$ cat src/rtl/ipm_pkg.sv
// Shared types, codes and helper functions of the integer power core.
// No dependencies; imported by the interfaces and every module.
package ipm_pkg;

  localparam int unsigned MaxWidth = 32;
  localparam int unsigned NumSteps = MaxWidth;
  localparam int unsigned CfgIdxW  = 2;
  localparam int unsigned CfgDataW = 32;

  // Element size codes; the unused code behaves as word
  localparam logic [1:0] SizeByte = 2'd0;
  localparam logic [1:0] SizeHalf = 2'd1;
  localparam logic [1:0] SizeWord = 2'd2;

  // Configuration register indexes
  localparam logic [CfgIdxW-1:0] RegElementSize    = CfgIdxW'(0);
  localparam logic [CfgIdxW-1:0] RegExponentSigned = CfgIdxW'(1);

  typedef logic [MaxWidth-1:0] word_t;

  // One square-and-multiply stage word
  typedef struct packed {
    logic       valid;
    word_t      acc;
    word_t      sq;
    word_t      expo;
    logic [1:0] size;
    logic       last;
  } step_t;

  // Mask of the element width
  function automatic word_t width_mask(logic [1:0] size);
    word_t m;
    case (size)
      SizeByte: m = word_t'(8'hFF);
      SizeHalf: m = word_t'(16'hFFFF);
      default:  m = '1;
    endcase
    return m;
  endfunction

  // Sign bit of an element of the given width
  function automatic logic sign_of(word_t e, logic [1:0] size);
    logic s;
    case (size)
      SizeByte: s = e[7];
      SizeHalf: s = e[15];
      default:  s = e[MaxWidth-1];
    endcase
    return s;
  endfunction

endpackage

$ cat src/rtl/ipm_step.sv
// One square-and-multiply stage: consumes the lowest exponent bit.
// Depends on ipm_pkg.
module ipm_step import ipm_pkg::*; (
  input  logic  clk_i,
  input  logic  rst_ni,
  input  logic  en_i,
  input  step_t stage_i,
  output step_t stage_o
);

  logic [2*MaxWidth-1:0] acc_prod;
  logic [2*MaxWidth-1:0] sq_prod;
  step_t                 stage_d;
  step_t                 stage_q;

  // Multiply in when the exponent bit is set, square the base, shift the exponent
  always_comb begin
    acc_prod      = stage_i.acc * stage_i.sq;
    sq_prod       = stage_i.sq * stage_i.sq;
    stage_d       = stage_i;
    stage_d.acc   = stage_i.expo[0] ? acc_prod[MaxWidth-1:0] : stage_i.acc;
    stage_d.sq    = sq_prod[MaxWidth-1:0];
    stage_d.expo  = stage_i.expo >> 1;
  end

  // Load the stage word when enabled; reset clears it
  always_ff @(posedge clk_i or negedge rst_ni) begin
    if (!rst_ni) begin
      stage_q <= '0;
    end else if (en_i) begin
      stage_q <= stage_d;
    end
  end

  assign stage_o = stage_q;

endmodule

$ cat config.mk
export PLATFORM = sky130hd
export DESIGN_NAME = ipm_step
export DESIGN_NICKNAME = d
export VERILOG_FILES = /design/src/rtl/ipm_pkg.sv /design/src/rtl/ipm_step.sv
export SDC_FILE = /design/constraint.sdc
export NUM_CORES = 2
export LEC_CHECK = 0
export BUFFER_PORTS_ARGS = -buffer_cell sky130_fd_sc_hd__buf_2
export CAP_MARGIN = 20
export CORE_MARGIN = 2
export CORE_UTILIZATION = 57
export DETAILED_ROUTE_END_ITERATION = 8
export PLACE_DENSITY = 0.76
export SYNTH_ARGS = -nofsm -noshare
export SYNTH_HDL_FRONTEND = slang
export SYNTH_SLANG_ARGS = --single-unit
$ cat constraint.sdc
create_clock -name clk_i -period 1.77 [get_ports clk_i]
set_input_delay 0.0885 -clock clk_i [delete_from_list [all_inputs] [get_ports clk_i]]
set_output_delay 0.0885 -clock clk_i [all_outputs]
set_load 0.02 [all_outputs]
* Word level (Yosys, flattened, before mapping)
Cells that the tools add are included.
Storage, ports and cells: register bits after elaboration 99, bits in latches 0, memories kept 0, ROM bits 0, output and inout bits 100, input bits 103, RAM bits 0
Operators by class: multiply operators 2, magnitude comparators 0, shift-type cells 0, divide/modulo/power cells 0, bitwise logic cells 0, multiplexer cells 1, reduce and logical (&&, ||, !) cells 0, add/sub/neg operators 0, equality and inequality tests 0
Operator list (number):
- multiplier 32 x 32 -> 32 bit | 2
- 2-to-1 mux 32 bit | 1

* Longest topological paths before layout
depth after elaboration 2, mapped depth 28

* Worst setup path before layout
Ideal clock, no wire load.
path type input to register, from in stage_i[37] in the netlist's numbering, to reg stage_q (netlist bit stage_o[63]), path slack -5.361 ns, arrival 7.011 ns, path buffers 4, cell stages on the path 25, cell sequence clkbuf_1 > clkbuf_1 > clkbuf_1 > nand2_1 > fa_1 > fa_1 > inv_1 > fa_1 > inv_1 > fa_1 > fa_1 > fa_1 > fa_1 > fa_1 > inv_1 > ha_1 > clkbuf_1 > o21ai_0 > a21oi_1 > a221o_1 > a41o_1 > a21oi_2 > a21oi_2 > or4_1 > a31o_1
Between the ends: longest elaborated chain between the ends 1
Ends and longest elaborated chain:
- start, declared | line ipm_step.sv:7 | input step_t stage_i,
- multiplier 32 x 32 -> 32 bit | line ipm_step.sv:19 | sq_prod = stage_i.sq * stage_i.sq;
- end signal, assigned | line ipm_step.sv:31 | stage_q <= stage_d;
- end, declared | line ipm_step.sv:14 | step_t stage_q;
No other way between the ends. A chain may end at the register's enable or synchronous reset.

* Worst setup path in the final report
from in stage_i[42] in the netlist's numbering, to reg stage_q (netlist bit stage_o[63])
The elaborated chain is that of the path after synthesis.

==> summary.md <==
| Metric | Value |
|---|---|
| Type of the tightest min-delay check | `input port to asynchronous set/reset pin` |
| Congestion Overflow GR | `0` |
| Post-Route Skew | `0 ps` |
| Starting density of the core | `0.579` |
| Violated checks | `negative setup slack` |
| Critical Path Slowest Stage Cell | `fa_2` |
| Cell type contributing the most total cell area after synthesis | `fa_1` |
| Vias per inst | `between 5 and 6` |
| Startpoint-to-endpoint class of the critical path | `input port to flip-flop` |
| Required time of the worst setup path | `2070 ps` |
| Number of maximum-capacitance violations | `0` |
| Top cells by area, synth | `fa_1 (47%), inv_1 (9.5%), ha_1 (9.4%)` |
| Top cells by count, synth | `inv_1 (832), fa_1 (775), and2_1 (441), nand2_1 (353), ha_1 (246)` |
| Clock tree from TritonCTS | `yes` |
| Wire length of the first global-routing pass | `159 mm` |
| Non-filler instance count after layout | `4871` |
| Core region area | `about 0.057 mm^2` |
| Cell Area, Synth | `0.0329 mm^2` |
| Setup slack of the critical path after layout | `-4570 ps` |
| Top-count cell post-synth | `inv_1` |
| Horizontal extent of the die | `244 um` |
| Share of the synthesized area in the top cell type | `0.472` |
| Sort of element at the end of the critical path | `flip-flop` |
| Number of placement rows | `slightly below 90` |
| Vertical extent of the die | `244 um` |
| Inst Count DP | `4733` |
| Syn Inst Count | `roughly 3.5k` |
| Number of setup violations in the final report | `56` |
| Total of warnings raised by yosys | `0` |
| H-tree level count | `3` |
| Delay of the slowest cell on the worst path | `~570 ps` |
| Share of layout cells above drive strength 1 | `0.292` |
| Number of antenna violations at the first check in global routing | `3` |
| Share of synthesized flip-flops with an asynchronous set or reset | `1.00` |
| Total DRC errors in the routed layout | `0` |
| Number of top-level pins | `203` |
| Port bufs | `200` |
| Slew headroom | `0.648` |
| Sequential cell area fraction in the yosys report | `0.0746` |
| Slew of the pin with the lowest slew margin | `523 ps` |
| Cell-by-cell listing of the critical path | `buf_16 -> buf_8 -> and2_4 -> fa_1 -> inv_2 -> fa_2 -> inv_2 -> fa_1 -> inv_1 -> fa_1 -> fa_1 -> fa_2 -> fa_2 -> fa_1 -> inv_2 -> ha_4 -> o21ai_2 -> a21oi_2 -> a221o_1 -> a41o_1 -> a21oi_2 -> a21oi_2 -> or4_1 -> a31o_1` |
| Highest fanout seen on the critical path | `7` |
| Die area | `0.0596 mm^2` |
| Final ANT Viol Nets | `0` |
| Clock buffers created by TritonCTS | `9` |
| Final Max Tran Viols | `0` |
| Result of the run | `finished, violations left` |
| Library cell appearing most often on the critical path | `fa_1` |
| Total Nets Final | `5232` |
| Share of the clock period used by the worst path | `3.58` |
| Unique masters post-synth | `63` |
| WP buf/inv | `6` |
| Avg Synthesized Cell Area | `9.48 um^2` |
| Via count of the first global-routing pass | `between 20k and 30k` |
| Worst reg-to-reg path cell count | `2` |
| Max Clock Freq | `158 MHz` |
| Worst path depth | `24` |
| Final estimated routing congestion in global placement | `0.920` |
| #FFs+latches synth | `98` |
| Unrepaired setup endpoints after global routing | `yes` |
| Pin count of the biggest net entering global routing | `58` |
| Number of synthesized flops with an enable pin | `0` |
| Worst setup SP type | `input port` |
| Clock insertion delay at the later pin of the skew report | `around 410 ps` |
| Total track usage | `0.349` |
| Number of hold violations in the final report | `0` |
| Sinks on the clock net | `98` |
| Clock period minus worst slack | `6340 ps` |
| Core occupancy in the finished layout | `0.745` |
| Relative area change from synthesis to final layout | `28.7%` |
| Average wire per cell in the routed design | `21.3 um` |
| Gate family responsible for the most delay along the worst path | `adder cells` |
| Worst path arrival time | `6640 ps` |
| Largest buffer count on any clock path | `2` |
| Final wirelength | `slightly above 100 mm` |
| Clock root buffer master | `clkbuf_16` |
| Initial DRT Pass Iterations | `6` |
| Vias | `between 20k and 30k` |
| Number of DRC markers after the initial detailed-route iteration | `between 2k and 2.5k` |
| Clock-pin slew on the worst setup and hold paths | `120 ps` |
| Estimated wirelength of the detail-placed design | `77.7 mm` |
| Max reg flops | `just under 100` |
| Prevailing post-synth register cell | `dfrtp_1` |
## layer usage
metal  track usage  part of all wire  vias to the layer above
met4         0.141             0.054                        0
li1              -                 -                    11400
met5             0                 0                        -
met2         0.578              0.48                     1338
met1         0.456              0.38                    13700
met3        0.0655             0.089                      339
## what timing repair did
| action | in CTS | in global routing |
|---|---|---|
| gates cloned | 7 | 1 |
| hold buffers | 39 | 0 |
| resized for setup | 374 | 171 |
| endpoints found under the hold margin | 136 | 0 |
| buffers inserted | 53 | 41 |
| pin swaps | 219 | 171 |
| setup endpoints to repair | 58 | 57 |
## cells in the final DEF, fill, tap and decap left out, types with 7 or more instances in the layout
master	count
ha_4	74
buf_12	35
o21ai_0	10
ha_1	171
a21oi_1	45
o21a_1	8
xnor2_2	12
buf_2	172
mux2_4	14
inv_2	51
a21o_1	27
nor2b_1	7
nand2_2	17
nor2_1	50
a21oi_2	24
and2_4	39
dlygate4sd3_1	39
and2_1	402
dfrtp_1	98
fa_1	726
xnor2_1	86
nand2_4	11
inv_1	779
nand3_1	11
fa_2	49
o21ai_2	10
nor3_1	11
buf_8	19
xor2_1	22
buf_6	67
nand2_1	325
mux2i_1	21
o21ai_1	9
mux2_2	39
clkbuf_16	10
buf_4	469
## cells by family (layout without fill, tap and decap cells)
logic type,Yosys count,after routing,synth area share
flip-flops,98,98,0.0746
multiplexers,76,76,0.0252
other,1,4,0.000114
adder cells (fa/ha/maj),1021,1021,0.566
XOR/XNOR,122,122,0.0325
AO/OA/AOI/OAI,211,211,0.0411
buffers and inverters,1012,1659,0.116
AND/OR/NAND/NOR,924,924,0.145
## area by class of cell
cell class	instances	area, um^2
diodes	2	5.00
clock buffers	9	225
clock inverters	7	91.3
fillers	3586	14400
inverters	832	3130
multi-input cells	2356	28700
flip-flops and latches	98	2450
well taps	756	946
repair buffers	811	6780
## stage by stage
stage / instance area (um^2) / worst slack [ps] / TNS (ps) / hold slack (ps)
6_report: 42300 / -4570 / -207210 / 60.5
5_1_grt: 42300 / -4740 / -214840 / 102
4_1_cts: 41300 / -4480 / -202200 / 56.7
3_5_place_dp: 38500 / -5270 / -244370 / -11.8
3_3_place_gp: 38500 / -5130 / -238890 / -9.98
2_1_floorplan: 33600 / -4830 / -204770 / -207
## path summary, 6_finish.rpt
check,slack [ps],startpoint,to
setup / recovery,-4570,stage_i[42],stage_o[63]$_DFFE_PN0P_
setup reg to reg,660,stage_o[65]$_DFFE_PN0P_,stage_o[65]$_DFFE_PN0P_
hold reg to reg,490,stage_o[77]$_DFFE_PN0P_,stage_o[77]$_DFFE_PN0P_
max in group asynchronous,1060,rst_ni,stage_o[63]$_DFFE_PN0P_
min in group clk_i,80,stage_i[96],stage_o[96]$_DFFE_PN0P_
hold / removal,60,rst_ni,stage_o[98]$_DFFE_PN0P_
Power is left out: the tool's default activity adds up to more than one toggle a clock period on the data nets, which glitch-free logic cannot reach.
