--- src/rtl/ipm_pkg.sv ---
// Shared types, codes and helper functions of the integer power core.
// No dependencies; imported by the interfaces and every module.
package ipm_pkg;

  localparam int unsigned MaxWidth = 32;
  localparam int unsigned NumSteps = MaxWidth;
  localparam int unsigned CfgIdxW  = 2;
  localparam int unsigned CfgDataW = 32;

  // Element size codes; the unused code behaves as word
  localparam logic [1:0] SizeByte = 2'd0;
  localparam logic [1:0] SizeHalf = 2'd1;
  localparam logic [1:0] SizeWord = 2'd2;

  // Configuration register indexes
  localparam logic [CfgIdxW-1:0] RegElementSize    = CfgIdxW'(0);
  localparam logic [CfgIdxW-1:0] RegExponentSigned = CfgIdxW'(1);

  typedef logic [MaxWidth-1:0] word_t;

  // One square-and-multiply stage word
  typedef struct packed {
    logic       valid;
    word_t      acc;
    word_t      sq;
    word_t      expo;
    logic [1:0] size;
    logic       last;
  } step_t;

  // Mask of the element width
  function automatic word_t width_mask(logic [1:0] size);
    word_t m;
    case (size)
      SizeByte: m = word_t'(8'hFF);
      SizeHalf: m = word_t'(16'hFFFF);
      default:  m = '1;
    endcase
    return m;
  endfunction

  // Sign bit of an element of the given width
  function automatic logic sign_of(word_t e, logic [1:0] size);
    logic s;
    case (size)
      SizeByte: s = e[7];
      SizeHalf: s = e[15];
      default:  s = e[MaxWidth-1];
    endcase
    return s;
  endfunction

endpackage

--- src/rtl/ipm_prep.sv ---
// Entry stage: masks operands to the element width and forms the exponent magnitude.
// Depends on ipm_pkg.
module ipm_prep import ipm_pkg::*; (
  input  logic       clk_i,
  input  logic       rst_ni,
  input  logic       en_i,
  input  logic       valid_i,
  input  word_t      base_i,
  input  word_t      exp_i,
  input  logic       last_i,
  input  logic [1:0] size_i,
  input  logic       signed_i,
  output step_t      stage_o
);

  word_t mask;
  word_t exp_m;
  word_t exp_mag;
  step_t stage_d;
  step_t stage_q;

  // Take the magnitude of a negative signed exponent; the most negative stays 2^(w-1)
  always_comb begin
    mask    = width_mask(size_i);
    exp_m   = exp_i & mask;
    exp_mag = (signed_i && sign_of(exp_m, size_i)) ? ((~exp_m + word_t'(1)) & mask) : exp_m;
    stage_d.valid = valid_i;
    stage_d.acc   = word_t'(1);
    stage_d.sq    = base_i & mask;
    stage_d.expo  = exp_mag;
    stage_d.size  = size_i;
    stage_d.last  = last_i;
  end

  // Load the stage word when enabled; reset clears it
  always_ff @(posedge clk_i or negedge rst_ni) begin
    if (!rst_ni) begin
      stage_q <= '0;
    end else if (en_i) begin
      stage_q <= stage_d;
    end
  end

  assign stage_o = stage_q;

endmodule

--- config.mk ---
export PLATFORM = sky130hd
export DESIGN_NAME = ipm_prep
export DESIGN_NICKNAME = d
export VERILOG_FILES = /design/src/rtl/ipm_pkg.sv /design/src/rtl/ipm_prep.sv
export SDC_FILE = /design/constraint.sdc
export NUM_CORES = 1
export LEC_CHECK = 0
export ABC_AREA = 1
export BUFFER_PORTS_ARGS = -buffer_cell sky130_fd_sc_hd__buf_4
export CAP_MARGIN = 40
export CORE_ASPECT_RATIO = 1.25
export CORE_MARGIN = 5
export CORE_UTILIZATION = 43
export DETAILED_ROUTE_END_ITERATION = 10
export MAX_ROUTING_LAYER = met4
export PLACE_DENSITY_LB_ADDON = 0.05
export SLEW_MARGIN = 15
export SYNTH_ARGS = -nofsm -noshare
export SYNTH_HDL_FRONTEND = slang
export SYNTH_SLANG_ARGS = --single-unit
--- constraint.sdc ---
create_clock -name clk_i -period 0.89 [get_ports clk_i]
set_clock_uncertainty 0.2 [all_clocks]
set_input_delay 0.0445 -clock clk_i [delete_from_list [all_inputs] [get_ports clk_i]]
set_output_delay 0.0445 -clock clk_i [all_outputs]
set_load 0.05 [all_outputs]
# ---- Word-level counts from Yosys, hierarchy flattened
# Index checks and enable logic that the tools add are counted.
dict set report totals {
  register_bits 69
  input_bits 72
  out_inout_bits 100
  wordCells 17
}
dict set report classes {
  addsub 1
  eq_ne 1
  muxes 3
  n_bitwise 4
  reduce_logical 2
}
# operator count
set op_table {}
lappend op_table {{$and 32x32->32} 3}
lappend op_table {{$pmux 32 s2} 1}
lappend op_table {{$add 32x1->32 const B} 1}
lappend op_table {{$mux 32} 1}
lappend op_table {{$not 32->32} 1}
lappend op_table {{$eq 2x1->1 const B} 1}
lappend op_table {{$logic_not 2->1} 1}
lappend op_table {{$pmux 1 s2} 1}
lappend op_table {{$logic_and 1x1->1} 1}

# ---- Longest topological paths before layout
# Gate-level depths: netlist of the first run.
dict set report logic_depth {
  depth_word 7
  ltp_mapped 12
  ltp_nobuf 12
}

# ---- Worst setup path after synthesis of the first run
# Ideal clock, no wire load.
dict set report synth_path {
  path_kind {input to register}
  from {input port exp_i[0]}
  to {register stage_q (netlist bit stage_o[33])}
  setup_time_ns 0.118
  arrival_ns 1.106
  required_ns 0.572
  path_slack_ns -0.534
  path_stages 9
  path_buffers 0
  path_cell_list {inv_1 -> ha_1 -> nand2_1 -> nor2_1 -> nand3_1 -> o21ai_1 -> nand4_1 -> nand3_1 -> nand2_1}
}
dict set report synth_between {
  elab_chain_len 5
}
# element line_no
set synth_lines {}
lappend synth_lines {{start, declared} ipm_prep.sv:9} ;# input word_t exp_i,
lappend synth_lines {{$and 32x32->32} ipm_prep.sv:25} ;# exp_m = exp_i & mask;
lappend synth_lines {{$not 32->32} ipm_prep.sv:26} ;# exp_mag = (signed_i && sign_of(exp_m, size_i)) ? ((~exp_m + word_t'(1)) & mask) : exp_m;
lappend synth_lines {{$add 32x1->32} ipm_prep.sv:26}
lappend synth_lines {{$and 32x32->32} ipm_prep.sv:26}
lappend synth_lines {{$mux 32} ipm_prep.sv:26}
lappend synth_lines {{end signal, assigned} ipm_prep.sv:40} ;# stage_q <= stage_d;
lappend synth_lines {{end, declared} ipm_prep.sv:20} ;# step_t stage_q;
# Every way passes these cells.
# A chain may end at the register's enable or synchronous reset.

# ---- Worst setup path in the final report of the first run
dict set report layout_path {
  from {input port exp_i[1]}
  to {register stage_q (netlist bit stage_o[19])}
}
# The elaborated chain is that of the path after synthesis.

==> flow_metrics.tcl, run 1 <==
set metrics [dict create \
    drive_gt1_share_pct 60.50 \
    diodes 0 \
    synth_top_family_by_area "simple AND/OR/NAND/NOR gates" \
    ant_nets 0 \
    clkLatencyLatePin_ns 0.36 \
    grt_max_degree 51 \
    status "finished, violations left" \
    ff2ff_setup_slack_ns -0.27 \
    rr_endpoint "stage_o[11]$_DFFE_PN0P_" \
    synth-edff-count 0 \
    min_path_type "in2reg" \
    fin_ws_ns -0.4647 \
    setup_viol 130 \
    clkSinkCount 69 \
    fin_util_pct 93.06 \
    path_max_fanout 5 \
    path_cells "buf_12 -> inv_12 -> ha_4 -> nand2_4 -> nor2_4 -> nand3_4 -> o21ai_4 -> inv_2 -> nand2_2 -> nand2_1 -> o21ai_1" \
    dp_hpwl_mm 9.393 \
    cp_top_family "simple AND/OR/NAND/NOR gates" \
    nets 901 \
    std_cell_rows 38 \
    antenna_found_initial 0 \
    maxCapViolations 0 \
    htreeDepth 3 \
    min_to "stage_o[3]$_DFFE_PN0P_" \
    wirelength_mm 23.29 \
    synth_ff_type "dfrtp_1" \
    drc 0 \
    reg2reg_from "stage_o[11]$_DFFE_PN0P_" \
    post-route-period-util_pct 152.2 \
    p_leak_nw 3.982 \
    required_ns 0.99 \
    synth-xor-area-share_pct 2.253 \
    rsz0062_at_grt "true" \
    synthDistinctLibCells 30 \
    ios 172 \
    dpl.cell_count 834 \
    layout_min_cycle_time_ns 1.355 \
    port_buffers 140 \
    hold_buffers 37 \
    ys_ff_latch 69 \
    cts_buffer_depth 2 \
    cts_buffers 9 \
    met2_length_mm 11.39 \
    drt_first_iter_violations 531 \
    grt_pass1_wl_mm 27.03 \
    synth_cells 521 \
    grt_overflow 0 \
    pre_cts_ws_ns -0.7387 \
    critical_path_arrival_ns 1.45 \
    dr.pass1.iters 7 \
    start_kind "primary input" \
    place_congestion 0.9450 \
    die_x_um 95.05 \
    muxShareOfSynthArea_pct 0 \
    routed.top_layer "met4" \
    synth-compound-area-share_pct 10.59 \
    die_y_um 116.3 \
    ir_worst_vdd_mv 1.390 \
    violations "negative hold slack, negative setup slack" \
    grt_use_total_pct 32.82 \
    path_buf_inv 3 \
    reg2reg_depth 4 \
    wl_per_cell_um 24.43 \
    cp_slowest_cell "o21ai_4" \
    hold_violations 29 \
    wl_met1_mm 7.576 \
    wl_met3_mm 2.119 \
    num_vias 5630 \
    fillers 262 \
    max_freq_ghz 0.7382 \
    whs_ns -0.2558 \
    vias_per_cell 5.908 \
    power.total_mw 11.85 \
    yosysSeqAreaShare_pct 44.42 \
    yosys_warnings 0 \
    largest_register_ffs 69 \
    holdCritStartpoint "exp_i[0]" \
    clockRootBuffer "clkbuf_8" \
    avgSynthCellArea_sq_um 7.462 \
    dieArea_sq_um 11050 \
    area_growth_pct 109.4 \
    cts_tree "yes" \
    instances_no_fill 953 \
    timing_worst_setup_path_type "in2reg" \
    max_stage_delay_ns 0.27 \
    crit_path_end_kind "register" \
    maxSlewViolCount 0 \
    path_clk_slew_ns 0.09 \
    grt_pass1_vias 5407 \
    initial_utilization_pct 44.44 \
    powerDensity_nw_per_um2 1455 \
    syn-cell-area_sq_um 3887 \
    core_sq_um 8748 \
    synthSimpleGateAreaFrac_pct 30.67 \
    synth_fa_ha_area_share_pct 0.3219 \
    min_path_cells 3 \
    synth_async_sr_flop_share_pct 100.0 \
]
tightest hold or removal path, cell delays in order:
cell	delay, ns
buf_6	0.11
inv_8	0.06
o21ai_2	0.06
report_power, final:
| part | switching (mW) | internal, mW | total, mW |
|---|---|---|---|
| sequential | 0.297 | 3.47 | 3.77 |
| combinational | 3.32 | 2.15 | 5.47 |
| clock | 1.50 | 1.10 | 2.61 |
stage by stage:
step	hold slack [ns]	setup TNS [ns]	area [sq um]
after floorplan	-0.4511	-14.53	4362
after global placement	-0.1582	-28.61	5841
after detailed placement	-0.1501	-29.55	5841
after CTS	-0.2645	-25.87	7692
after global routing	-0.2635	-36.19	8142
final	-0.2558	-33.74	8142
kinds of logic after synthesis:
family                   count (synthesis)
buffers and inverters                   84
AND/OR/NAND/NOR                        291
flip-flops                              69
adder cells (fa/ha/maj)                  1
XOR/XNOR                                10
other                                    1
AO/OA/AOI/OAI                           65
cell usage in the layout, fill, tap and decap left out, types with 4 or more instances in the layout:
| master | count |
|---|---|
| a21oi_2 | 4 |
| a22o_1 | 16 |
| buf_12 | 15 |
| buf_16 | 4 |
| buf_4 | 157 |
| buf_6 | 98 |
| buf_8 | 4 |
| clkbuf_8 | 10 |
| conb_1 | 31 |
| dfrtp_1 | 31 |
| dfrtp_2 | 38 |
| dlygate4sd3_1 | 37 |
| inv_1 | 18 |
| inv_4 | 7 |
| nand2_1 | 130 |
| nand2_2 | 37 |
| nand2_4 | 33 |
| nand3_1 | 13 |
| nand3_2 | 19 |
| nand3_4 | 6 |
| nand4_1 | 11 |
| nor2_1 | 5 |
| nor2_2 | 13 |
| nor2_4 | 17 |
| o21ai_1 | 23 |
| o21ai_2 | 9 |
| o21ai_4 | 6 |
| xor2_1 | 7 |
Yosys cell counts (3+ instances only):
cell type	n	area (sq um)
clkbuf_1	12	45.04
xor2_1	9	78.83
o21ai_0	28	140.1
nor2_1	34	127.6
nand2_1	201	754.5
inv_2	3	11.26
buf_4	34	255.2
dfrtp_1	69	1727
nand4_1	11	68.82
a22o_1	16	140.1
nand3_1	38	190.2
inv_1	31	116.4
a21oi_1	6	30.03
o21ai_1	9	45.04
area by class of cell:
class / count / area [sq um] / share of cell area, %
Inverter: 34 / 214.0 / 2.628
Tap cell: 120 / 150.1 / 1.844
Clock inverter: 6 / 46.29 / 0.5686
Multi-Input combinational cell: 399 / 2696 / 33.12
Clock buffer: 10 / 137.6 / 1.690
Sequential cell: 69 / 1774 / 21.79
Timing Repair Buffer: 315 / 3123 / 38.36
worst max path at each step:
stage                                       start                       to  cells past startpoint
final                                    exp_i[1]  stage_o[19]$_DFFE_PN0P_                     11
after global routing                    size_i[1]  stage_o[30]$_DFFE_PN0P_                     11
after CTS                 stage_o[25]$_DFFE_PN0P_              stage_o[25]                      1
after detailed placement                 exp_i[1]  stage_o[19]$_DFFE_PN0P_                     11
after global placement                  size_i[1]  stage_o[30]$_DFFE_PN0P_                     12
after floorplan                         size_i[0]  stage_o[31]$_DFFE_PN0P_                     10
per-layer routing:
| layer | track usage [%] | vias to the layer above |
|---|---|---|
| met1 | 33.84 | 2676 |
| met2 | 58.51 | 513 |
| met4 | 18.38 | 0 |
| met5 | - | - |
| li1 | - | 2232 |
| met3 | 5.670 | 209 |
repair_timing:
item,in CTS,in global routing
hold endpoints to repair,136,31
cloned,6,0
resized for setup,232,79
endpoints found under the setup margin,117,125
setup buffers,36,31
pin swaps,78,57
(Power assumes the default switching activity.)
==> run 2, diff against run 1 <==
==> constraint.sdc (replaced) <==
create_clock -name clk_i -period 0.89 [get_ports clk_i]
set_clock_uncertainty 0.2 [all_clocks]
set_input_delay 0.0445 -clock clk_i [delete_from_list [all_inputs] [get_ports clk_i]]
set_output_delay 0.0445 -clock clk_i [all_outputs]
set_load 0.005 [all_outputs]
==> run 2 against run 1 <==
  * The flow now stops in 5_1_grt
  * Synthesized cell count unchanged
  * Synthesized area unchanged
==> flow_metrics.tcl, run 2 <==
set metrics [dict create \
    status "did not finish" \
    haltStage "5_1_grt" \
    error "[ERROR GRT-0232] Routing congestion too high. Check the congestion heatmap in the GUI." \
    cts_buffers 9 \
    std_cell_rows 38 \
    syn-cell-area_sq_um 3887 \
    place_area_sq_um 5896 \
    crit_endpoint "stage_o[64]" \
    avgSynthCellArea_sq_um 7.462 \
    synth.most_common_cell "nand2_1" \
    initial_utilization_pct 44.44 \
    synth_ff_type "dfrtp_1" \
    pre_cts_ws_ns -0.7673 \
    yosysTopAreaCell "dfrtp_1" \
    place_congestion 0.8467 \
    ys_ff_latch 69 \
    synthDistinctLibCells 30 \
    synthTopCellsByCount "nand2_1 (201), dfrtp_1 (69), nand3_1 (38), buf_4 (34), nor2_1 (34)" \
    clockRootBuffer "clkbuf_8" \
    die_y_um 116.3 \
    synthTopCellsByArea "dfrtp_1 (44%), nand2_1 (19%), buf_4 (6.6%)" \
    dpl.cell_count 846 \
    synth_cells 521 \
    dp_hpwl_mm 10.03 \
    htreeDepth 3 \
    grt_max_degree 31 \
    cts_buffer_depth 2 \
    yosysSeqAreaShare_pct 44.42 \
    grt_use_total_pct 68.89 \
    die_x_um 95.05 \
    endpoint_type "output port" \
    grt_overflow 48 \
    port_buffers 140 \
    yosys_warnings 0 \
    synth_async_sr_flop_share_pct 100.0 \
    ios 172 \
    antenna_found_initial 1 \
    synth-edff-count 0 \
    yosysTopAreaCellShare_pct 44.42 \
    clkSinkCount 69 \
]
[run 2: cell counts after synthesis]
No cell type changed its count.
[run 2: kinds of logic after synthesis]
family | synth area share, %
DFF | 44.42
and+or+nand+nor | 30.67
AOI/OAI and AO/OA | 10.59
buffers and inverters | 11.65
other | 0.09646
xor gates and xnor gates | 2.253
adders and majority gates | 0.3218
[run 2: metal layers]
layer	GRT usage, %	GRT overflow
met5	-	-
met4	75.75	29
met3	42.85	0
met2	87.25	19
met1	66.53	0
[run 2: repair_timing]
action | CTS
endpoints found under the setup margin | 117
hold buffers | 37
pin swaps | 98
resized for setup | 234
buffers inserted | 47
hold endpoints to repair | 138
gates cloned | 7
[run 2: through the flow]
stage | TNS [ns] | hold slack [ns]
4_1_cts | -25.71 | -0.2631
2_1_floorplan | -12.65 | -0.4511
3_5_place_dp | -31.99 | -0.3055
3_3_place_gp | -30.86 | -0.3068
==> run 3, diff against run 2 <==
--- a/config.mk
+++ b/config.mk
@@ -8,12 +8,10 @@
 export ABC_AREA = 1
 export BUFFER_PORTS_ARGS = -buffer_cell sky130_fd_sc_hd__buf_4
 export CAP_MARGIN = 40
-export CORE_ASPECT_RATIO = 1.25
 export CORE_MARGIN = 5
-export CORE_UTILIZATION = 43
+export CORE_UTILIZATION = 40
 export DETAILED_ROUTE_END_ITERATION = 10
-export MAX_ROUTING_LAYER = met4
-export PLACE_DENSITY_LB_ADDON = 0.05
+export PLACE_DENSITY_LB_ADDON = 0.15
 export SLEW_MARGIN = 15
 export SYNTH_ARGS = -nofsm -noshare
 export SYNTH_HDL_FRONTEND = slang
==> constraint.sdc (replaced) <==
create_clock -name clk_i -period 1.2 [get_ports clk_i]
set_clock_uncertainty 0.2 [all_clocks]
set_input_delay 0.06 -clock clk_i [delete_from_list [all_inputs] [get_ports clk_i]]
set_output_delay 0.06 -clock clk_i [all_outputs]
set_load 0.005 [all_outputs]
==> run 3 against run 2 <==
  * The flow now finishes, with violations (negative hold slack, negative setup slack)
==> flow_metrics.tcl, run 3 (synthesis results as in run 1) <==
set metrics [dict create \
    status "finished, violations left" \
    violations "negative hold slack, negative setup slack" \
    ant_nets 0 \
    area_growth_pct 74.28 \
    critical_path_arrival_ns 1.27 \
    std_cell_rows 36 \
    grt_pass1_wl_mm 20.36 \
    max_freq_ghz 0.8181 \
    layout_min_cycle_time_ns 1.222 \
    grt_pass1_vias 4295 \
    start_kind "primary input" \
    pwr-share-seq_pct 42.3 \
    power_frac_comb_pct 31.9 \
    die_x_um 108.6 \
    hold_violations 11 \
    antenna_found_initial 0 \
    path_clk_slew_ns 0.08 \
    num_vias 4322 \
    fin_tns_setup_ns -0.02229 \
    wirelength_mm 13.29 \
    ir_worst_vdd_mv 0.4665 \
    port_buffers 140 \
    swShare_pct 31.27 \
    diodes 0 \
    place_congestion 0.9231 \
    maxSlewViolCount 0 \
    hold_buffers 68 \
    vias_per_cell 4.688 \
    grt_max_degree 70 \
    ios 172 \
    powerDensity_nw_per_um2 937.9 \
    dr.pass1.iters 6 \
    cts_tree "yes" \
    clkSinkCount 69 \
    dieArea_sq_um 11790 \
    setup_viol 1 \
    ff_latch_area_sq_um 1727 \
    grt_overflow 0 \
    fillers 792 \
    core_sq_um 9639 \
    path_max_fanout 18 \
    p_switching_mw 1.987 \
    initial_utilization_pct 40.33 \
    rsz0062_at_grt "true" \
    die_y_um 108.6 \
    crit_path_end_kind "register" \
    internal_power_mw 4.367 \
    wl_per_cell_um 14.41 \
    dp_hpwl_mm 8.898 \
    maxCapViolations 0 \
    cts_buffer_depth 2 \
    p_leak_nw 3.494 \
    fin_ws_ns -0.02229 \
    drt_first_iter_violations 288 \
    cts_buffers 9 \
    clockRootBuffer "clkbuf_8" \
    whs_ns -0.2440 \
    multiInputGateArea_sq_um 2180 \
    required_ns 1.24 \
    nets 858 \
    largest_register_ffs 69 \
    drive_gt1_share_pct 38.28 \
    min_path_type "in2reg" \
    timing_worst_setup_path_type "in2reg" \
    power_frac_clock_pct 25.8 \
    htreeDepth 3 \
    drc 0 \
    clkLatencyLatePin_ns 0.35 \
    final_common_cell "buf_4" \
    grt_use_total_pct 21.87 \
    post-route-period-util_pct 101.9 \
    final_cell_mix "buf_4 (189), nand2_1 (175), dfrtp_1 (69)" \
]
run 3: repair_timing:
| action | 4_1_cts | 5_1_grt |
|---|---|---|
| endpoints found under the hold margin | 133 | 2 |
| endpoints found under the setup margin | 9 | 40 |
| pin swaps | 4 | 14 |
| cloned | 0 | 2 |
| resized for setup | 10 | 37 |
| setup buffers | 0 | 7 |
run 3: layout make-up:
type / instances / area share [%]
clock inverter: 4 / 0.3878
inverter: 34 / 2.678
multi-input combinational: 399 / 32.17
clock buffer: 11 / 1.939
tap: 133 / 2.456
timing repair buffer: 272 / 34.88
sequential: 69 / 25.48
run 3: power by group through the flow:
stage               logic (mW)  clock network (mW)  registers (mW)
finish                    2.03                1.64            2.69
global route              2.21                1.78            2.72
CTS                       1.93                1.67            2.69
detailed placement        1.73                   0            2.73
global placement          1.70                   0            2.72
floorplan                0.792                   0            2.74
run 3: worst paths after layout:
path / startpoint / to / slack [ns] / cells after the start
worst min register to register: stage_o[2]$_DFFE_PN0P_ / stage_o[2]$_DFFE_PN0P_ / 0.27 / 2
worst min-delay path: en_i / stage_o[67]$_DFFE_PN0P_ / -0.24 / 2
worst max-delay path: size_i[1] / stage_o[30]$_DFFE_PN0P_ / -0.02 / 12
min in group asynchronous: rst_ni / stage_o[60]$_DFFE_PN0P_ / 0.06 / 3
max in group asynchronous: rst_ni / stage_o[18]$_DFFE_PN0P_ / 0.43 / 3
worst max register to register: stage_o[67]$_DFFE_PN0P_ / stage_o[67]$_DFFE_PN0P_ / 0.24 / 1
run 3: through the flow:
stage               cells  util (%)  instance area (sq um)  total power [mW]  setup WS [ns]
floorplan             551         -                   4293             3.532       -0.08717
finish                922     70.29                   6775             6.354       -0.02229
CTS                   914     68.16                   6570             6.287      -0.003308
global placement      831     59.02                   5689             4.423        -0.3840
global route          922     70.29                   6775             6.711       -0.07059
detailed placement    831     59.02                   5689             4.458        -0.4543
run 3: critical path, stage by stage:
cell and delay [ns]:
buf_6 0.12, buf_12 0.15, nand2_1 0.10, nand2_1 0.08
inv_1 0.08, nand3_1 0.10, nor2_1 0.17, nand3_1 0.15
nand2_1 0.09, nand2_1 0.05, nand3_1 0.06, nand2_1 0.05
run 3: metal layers:
layer	up-vias	GRT usage, %	share of wire [%]
met5	-	0	0
met1	1993	27.15	42
met3	24	2.806	5.6
met4	0	8.927	2.2
met2	159	38.26	50
li1	2146	-	-
